$ cat src/assert_macros.svh
// Assertion macros shared by the RTL of the rotation block.
`ifndef ASSERT_MACROS_SVH
`define ASSERT_MACROS_SVH

// Clocked check, switched off while reset is held.
`define ASSERT_CLK(lbl, prop, msg) \
    lbl: assert property (@(posedge i_clk) disable iff (!i_rst_n) prop) else $error(msg);

// Clocked check that also holds during reset.
`define ASSERT_ALWAYS(lbl, prop, msg) \
    lbl: assert property (@(posedge i_clk) prop) else $error(msg);

`endif

$ cat src/irra_pkg.sv
// Shared types and constants of the right-angle image rotator.
`timescale 1ns / 1ps
`default_nettype none
package irra_pkg;

    localparam int CH_W      = 8;
    localparam int PIX_W     = 3 * CH_W;
    localparam int DIM_W     = 7;
    localparam int ROT_W     = 2;
    localparam int CFG_IDX_W = 2;
    localparam int CFG_W     = DIM_W;

    localparam logic [DIM_W-1:0] DIM_RESET = 7'd64;

    // rotation register codes; the unused code behaves as 90 degrees
    localparam logic [ROT_W-1:0] ROT_90  = 2'd0;
    localparam logic [ROT_W-1:0] ROT_180 = 2'd1;
    localparam logic [ROT_W-1:0] ROT_270 = 2'd2;

    localparam logic CMD_WRITE = 1'b0;
    localparam logic CMD_READ  = 1'b1;

    localparam logic [CFG_IDX_W-1:0] REG_ROTATION = 2'd0;
    localparam logic [CFG_IDX_W-1:0] REG_WIDTH    = 2'd1;
    localparam logic [CFG_IDX_W-1:0] REG_HEIGHT   = 2'd2;

    typedef struct packed {
        logic wr;
        logic rd;
        logic last;
    } t_mem_req;

endpackage
`default_nettype wire

$ cat src/irra_addr_gen.sv
// Configuration registers, load/emit position counters and frame address.
`timescale 1ns / 1ps
`default_nettype none
module irra_addr_gen #(
    parameter int MAX_WIDTH  = 64,
    parameter int MAX_HEIGHT = 64
) (
    input  wire logic                               i_clk,
    input  wire logic                               i_rst_n,
    input  wire logic                               i_cfg_valid,
    input  wire logic [irra_pkg::CFG_IDX_W-1:0]     i_cfg_index,
    input  wire logic [irra_pkg::CFG_W-1:0]         i_cfg_data,
    input  wire logic                               i_acc,
    input  wire logic                               i_cmd,
    output      irra_pkg::t_mem_req                 o_req,
    output      logic [((MAX_WIDTH * MAX_HEIGHT > 1) ?
                        $clog2(MAX_WIDTH * MAX_HEIGHT) : 1)-1:0] o_addr
);

    localparam int DEPTH  = MAX_WIDTH * MAX_HEIGHT;
    localparam int AW     = (DEPTH > 1) ? $clog2(DEPTH) : 1;
    localparam int MAX_D  = (MAX_WIDTH > MAX_HEIGHT) ? MAX_WIDTH : MAX_HEIGHT;
    localparam int CTR_W  = (MAX_D > 1) ? $clog2(MAX_D) : 1;
    localparam int LW     = ((CTR_W > irra_pkg::DIM_W) ? CTR_W : irra_pkg::DIM_W) + 1;

    logic [irra_pkg::ROT_W-1:0] r_rot;
    logic [irra_pkg::DIM_W-1:0] r_width, r_height;
    logic [CTR_W-1:0] r_load_col, r_load_row, r_emit_col, r_emit_row;
    logic [CTR_W-1:0] n_load_col, n_load_row, n_emit_col, n_emit_row;

    logic [irra_pkg::DIM_W-1:0] w, h, ow, oh;
    logic [LW-1:0] lc1, lr1, ec1, er1, x, y;
    logic          lc_wrap, lr_wrap, ec_wrap, er_wrap;
    logic          is_rd;

    // zero acts as one, oversize acts as the maximum
    always_comb begin
        if (r_width == '0) begin
            w = irra_pkg::DIM_W'(1);
        end else if (32'(r_width) > MAX_WIDTH) begin
            w = irra_pkg::DIM_W'(MAX_WIDTH);
        end else begin
            w = r_width;
        end
        if (r_height == '0) begin
            h = irra_pkg::DIM_W'(1);
        end else if (32'(r_height) > MAX_HEIGHT) begin
            h = irra_pkg::DIM_W'(MAX_HEIGHT);
        end else begin
            h = r_height;
        end
    end

    // output frame is transposed except at 180 degrees
    assign ow = (r_rot == irra_pkg::ROT_180) ? w : h;
    assign oh = (r_rot == irra_pkg::ROT_180) ? h : w;

    assign lc1 = LW'(r_load_col) + LW'(1);
    assign lr1 = LW'(r_load_row) + LW'(1);
    assign ec1 = LW'(r_emit_col) + LW'(1);
    assign er1 = LW'(r_emit_row) + LW'(1);
    assign lc_wrap = lc1 >= LW'(w);
    assign lr_wrap = lr1 >= LW'(h);
    assign ec_wrap = ec1 >= LW'(ow);
    assign er_wrap = er1 >= LW'(oh);

    // source pixel of the current output position
    always_comb begin
        unique case (r_rot)
            irra_pkg::ROT_180: begin
                x = LW'(w) - ec1;
                y = LW'(h) - er1;
            end
            irra_pkg::ROT_270: begin
                x = LW'(w) - er1;
                y = LW'(r_emit_col);
            end
            default: begin
                x = LW'(r_emit_row);
                y = LW'(h) - ec1;
            end
        endcase
    end

    assign is_rd = (i_cmd == irra_pkg::CMD_READ);

    always_comb begin
        if (is_rd) begin
            o_addr = AW'(y) * AW'(MAX_WIDTH) + AW'(x);
        end else begin
            o_addr = AW'(r_load_row) * AW'(MAX_WIDTH) + AW'(r_load_col);
        end
    end

    assign o_req.wr   = i_acc & ~is_rd;
    assign o_req.rd   = i_acc & is_rd;
    assign o_req.last = ec_wrap & er_wrap;

    always_comb begin
        n_load_col = r_load_col;
        n_load_row = r_load_row;
        n_emit_col = r_emit_col;
        n_emit_row = r_emit_row;
        if (i_cfg_valid) begin
            n_load_col = '0;
            n_load_row = '0;
            n_emit_col = '0;
            n_emit_row = '0;
        end else if (o_req.wr) begin
            n_load_col = lc_wrap ? '0 : CTR_W'(lc1);
            if (lc_wrap) begin
                n_load_row = lr_wrap ? '0 : CTR_W'(lr1);
            end
        end else if (o_req.rd) begin
            n_emit_col = ec_wrap ? '0 : CTR_W'(ec1);
            if (ec_wrap) begin
                n_emit_row = er_wrap ? '0 : CTR_W'(er1);
            end
        end
    end

    always_ff @(posedge i_clk) begin
        if (!i_rst_n) begin
            r_rot      <= irra_pkg::ROT_90;
            r_width    <= irra_pkg::DIM_RESET;
            r_height   <= irra_pkg::DIM_RESET;
            r_load_col <= '0;
            r_load_row <= '0;
            r_emit_col <= '0;
            r_emit_row <= '0;
        end else begin
            r_load_col <= n_load_col;
            r_load_row <= n_load_row;
            r_emit_col <= n_emit_col;
            r_emit_row <= n_emit_row;
            if (i_cfg_valid) begin
                unique case (i_cfg_index)
                    irra_pkg::REG_ROTATION: r_rot    <= i_cfg_data[irra_pkg::ROT_W-1:0];
                    irra_pkg::REG_WIDTH:    r_width  <= i_cfg_data;
                    irra_pkg::REG_HEIGHT:   r_height <= i_cfg_data;
                    default: begin
                        // index beyond the register list: drop the write
                        r_rot <= r_rot;
                    end
                endcase
            end
        end
    end

endmodule
`default_nettype wire
$ cat config.mk
export PLATFORM = sky130hd
export DESIGN_NAME = irra_addr_gen
export DESIGN_NICKNAME = d
export VERILOG_FILES = /design/src/assert_macros.svh /design/src/irra_pkg.sv /design/src/irra_addr_gen.sv
export SDC_FILE = /design/constraint.sdc
export NUM_CORES = 1
export LEC_CHECK = 0
export ABC_AREA = 1
export BUFFER_PORTS_ARGS = -buffer_cell sky130_fd_sc_hd__buf_2
export CORE_ASPECT_RATIO = 0.5
export CORE_MARGIN = 2
export CORE_UTILIZATION = 40
export DETAILED_ROUTE_END_ITERATION = 8
export SYNTH_ARGS = -nofsm -noshare
export SYNTH_HDL_FRONTEND = slang
export SYNTH_SLANG_ARGS = --single-unit
$ cat constraint.sdc
create_clock -name i_clk -period 6.8 [get_ports i_clk]
set_input_delay 1.02 -clock i_clk [delete_from_list [all_inputs] [get_ports i_clk]]
set_output_delay 1.02 -clock i_clk [all_outputs]
set_load 0.02 [all_outputs]
# After elaboration in Yosys (flattened, before gate mapping)
# Cells that the tools add are included.
# word_totals
ff_bits	40
output_inout_bits	15
# op_classes
n_addsub	10
order_cmp	6
n_eq_ne	4
mux	13
n_bitwise	6
reduce_logical	10
# op_table
op	count
$mux W7	6
$add A6 B1 Y7 const B	4
$ge A7 B7 Y1	4
$mux W6	4
$pmux W8 S2	1
$sub A7 B7 Y8	2
$gt A7 B7 Y1 const B	2
$logic_not A7 Y1	2
$add A12 B6 Y12	1
$add A12 B8 Y12	1
$mux W12	1
$pmux W6 S2	1
$sub A6 B6 Y6	2
$reduce_and A2 Y1	5
$eq A2 B1 Y1 const B	2
$eq A2 B2 Y1 const B	2
$and A1 B1 Y1	3
$not A1 Y1	3
$reduce_and A3 Y1	1
$logic_not A2 Y1	1
$reduce_or A2 Y1	1

# Longest topological paths before layout
# logic_depth
word_depth	7
depth_mapped	26
depth_no_buf	26

# Worst setup path before layout
# OpenSTA, ideal clock, no wires.
# synth_timing
kind	register -> output
from	reg r_width[4] (netlist bit)
to	out o_addr[9] (netlist bit)
arrival_time_ps	3196
required_ps	5780
slack_ps	2584
stages_incl_launch_ff	23
path_cell_list	dfxtp_1 nor2_1 nand4_1 or2_2 a21oi_1 inv_1 ha_1 inv_1 nand2_1 nand2_1 a21oi_1 nor2_1 nor2_1 nand2_1 nand2_1 o21ai_1 inv_1 ha_1 a21oi_1 nor2_1 nand2_1 inv_1 o31ai_1
# synth_rtl
item	line_no	text
from (decl)	irra_addr_gen.sv:27	logic [irra_pkg::DIM_W-1:0] r_width, r_height;
from (signal assigned)	irra_addr_gen.sv:125	r_width <= irra_pkg::DIM_RESET;
from (signal assigned)	irra_addr_gen.sv:139	irra_pkg::REG_WIDTH: r_width <= i_cfg_data;
to (decl)	irra_addr_gen.sv:17	$clog2(MAX_WIDTH * MAX_HEIGHT) : 1)-1:0] o_addr

==> flow_metrics.tcl <==
set metrics [dict create \
    status "finished clean" \
    syn-cell-area_mm2 0.00390 \
    r2r_end "r_emit_row[1]$_SDFFE_PP0P_" \
    clk_latency_ns 0.30 \
    final_cell_mix "142 x nand2_1, 81 x inv_1, 70 x nor2_1, 59 x o21ai_0, 46 x nand3_1" \
    antenna_found_initial 0 \
    cts-resized-gates 0 \
    cts_tree "done" \
    hold_buffers 0 \
    slew_viol_final 0 \
    finalClockSkew_ns 0.00315 \
    drive_above_1_share 0.0857 \
    htree_levels 2 \
    fin_total_pwr_w 0.000717 \
    critPathLaunch "r_width[4]$_SDFFE_PN0P_" \
    hpwl_um 8870 \
    synth_edf_count 0 \
    async_flop_share 0 \
    synth-seq-cells 40 \
    endpoint "o_addr[11]" \
    yosysWarnings 0 \
    area_growth_syn_to_layout_pct 10.3 \
    synth_nets 685 \
    port-buffer-count 28 \
    slew-limit-headroom 0.463 \
    diodes 0 \
    worstSetupPathType "reg -> out" \
    fin_crit_sh 0.730 \
    max_freq_mhz 201 \
    rows 25 \
    drc_errors 0 \
    die_w_um 144 \
    grt_pass1_wl_um 18000 \
    r2r-start "r_rot[1]$_SDFFE_PN0P_" \
    r2r_slack_ns 3.50 \
    slowest_stage "a21oi_1" \
    cpPeakStageDelay_ns 0.48 \
    drt_iter0_markers 270 \
    hold_path_class "reg -> reg" \
    die_h_um 73.8 \
    fin_crit_ns 4.96 \
    start_util 0.412 \
    final_net_count 703 \
    crit_arrival_ns 3.94 \
    leakagePower_nw 2.15 \
    worst_ir_drop_vdd_uv 90.6 \
    crit_path_end_kind "output port" \
    vias 3958 \
    start_kind "register" \
    clockBufferDepth 2 \
    layout_commonest_cell "nand2_1" \
    cts.sinks 40 \
    drt-pass1-iter-count 5 \
    core_mm2 0.00948 \
    power_density_mw_per_mm2 167 \
    rsz0062_at_grt "no" \
    post_cts_buffers 0 \
    fill_cells 1013 \
    ant_nets 0 \
    die_area_mm2 0.0106 \
    cp_max_fo 4 \
    drt-total-wl_um 11000 \
    max_cap_violations 0 \
    grt_overflow 0 \
    viasPerCell 5.09 \
    numCtsBuffers 5 \
    grt_max_degree 23 \
    post_drt_wl_per_cell_um 14.2 \
    ys_seq_area_frac 0.205 \
    rr_worst_depth 13 \
    synthDistinctLibCells 43 \
    worst_pin_slew_ns 0.800 \
    clk_pin_slew_ns 0.06 \
    finalHoldViolations 0 \
    critPathRequiredTime_ns 5.78 \
    grt_pass1_vias 3482 \
    tns_ns 0 \
    io_pins 29 \
    globalplace.congestion 0.983 \
    cts-root-buf "clkbuf_16" \
    grt_usage 0.224 \
    setup_viol 0 \
    synth-main-ff-cell "dfxtp_1" \
    cpMostUsedCell "nand2_1" \
    syn_inst 623 \
    avgSynthCellArea_um2 6.26 \
]
==> per-stage QoR <==
stage | hold WS, ns | util | instances | setup WS (ns) | area (um2)
floorplan | 0.444 | - | 623 | 2.58 | 3900
global placement | 0.468 | 0.436 | 769 | 2.28 | 4130
detailed placement | 0.479 | 0.436 | 769 | 2.20 | 4130
CTS | 0.490 | 0.454 | 777 | 1.86 | 4300
global route | 0.508 | 0.454 | 777 | 1.41 | 4300
finish | 0.486 | 0.454 | 777 | 1.84 | 4300
==> cell usage after synthesis, types with 2 or more instances <==
cell,n,area share
a211oi_1,2,0.0038
a21oi_1,44,0.056
a22oi_1,6,0.012
buf_2,2,0.0026
clkbuf_1,12,0.012
clkinv_1,2,0.0019
dfxtp_1,40,0.21
fa_1,3,0.015
ha_1,45,0.14
inv_1,81,0.078
inv_2,2,0.0019
nand2_1,142,0.14
nand2_2,7,0.011
nand2_4,2,0.0058
nand3_1,46,0.059
nand3b_1,2,0.0038
nand4_1,13,0.021
nor2_1,70,0.067
nor3_1,3,0.0038
o2111ai_1,2,0.0045
o211ai_1,2,0.0038
o21ai_0,59,0.076
o21ai_2,2,0.0045
o21bai_1,4,0.0077
xnor2_1,3,0.0067
xor2_1,10,0.022
==> worst max-delay path: cells and delay by family (launching register included) <==
kind	cells	cell delay (ns)
AND/OR/NAND/NOR	15	1.51
AO/OA/AOI/OAI	4	0.83
adder cells (fa/ha/maj)	2	0.49
buffers and inverters	5	0.46
flip-flops	1	0.35
==> cell type report <==
type / count / area [um2] / area share
multi-input cells: 480 / 2700 / 0.627
flip-flops and latches: 40 / 801 / 0.186
inverters: 86 / 324 / 0.0753
well taps: 135 / 169 / 0.0392
repair buffers: 28 / 140 / 0.0326
clock buffers: 5 / 125 / 0.0291
clock inverters: 3 / 46.3 / 0.0108
==> power by group <==
| part | total (W) | leakage, nW | internal, W | switching, W |
|---|---|---|---|---|
| sequential | 0.000247 | 0.324 | 0.000240 | 0.00000706 |
| clock | 0.000287 | 0.0804 | 0.000175 | 0.000112 |
| combinational | 0.000183 | 1.75 | 0.0000618 | 0.000122 |
==> state kept, by name, indices dropped and copies added, names as in the netlist <==
register and cells:
r_height 7, r_width 7, r_emit_col 6, r_emit_row 6, r_load_col 6, r_load_row 6
r_rot 2
==> kinds of logic after synthesis <==
kind of cell    after synthesis  synth area share
fa+ha+maj                    48             0.160
simple gates                293             0.323
xor+xnor                     14            0.0333
flops                        40             0.205
compound gates              125             0.176
buf+inv                     103             0.103
==> worst min path at each step <==
stage                                        from                 endpoint  cells after the start
after CTS                   r_rot[1]$_SDFFE_PN0P_    r_rot[1]$_SDFFE_PN0P_                      2
after floorplan           r_width[0]$_SDFFE_PN0P_  r_width[0]$_SDFFE_PN0P_                      2
after global routing        r_rot[1]$_SDFFE_PN0P_    r_rot[1]$_SDFFE_PN0P_                      2
after global placement    r_width[0]$_SDFFE_PN0P_  r_width[0]$_SDFFE_PN0P_                      2
after detailed placement  r_width[0]$_SDFFE_PN0P_  r_width[0]$_SDFFE_PN0P_                      2
final                     r_width[0]$_SDFFE_PN0P_  r_width[0]$_SDFFE_PN0P_                      2
==> metal layers <==
| layer | routed length [um] | vias to the layer above | track usage | part of all wire |
|---|---|---|---|---|
| met5 | 0 | - | 0 | 0 |
| met4 | 95 | 0 | 0.0512 | 0.0086 |
| met3 | 522 | 9 | 0.0450 | 0.047 |
| met2 | 4290 | 82 | 0.315 | 0.39 |
| met1 | 6120 | 1772 | 0.344 | 0.55 |
| li1 | - | 2095 | - | - |
Power figures use the tool's default switching activity.
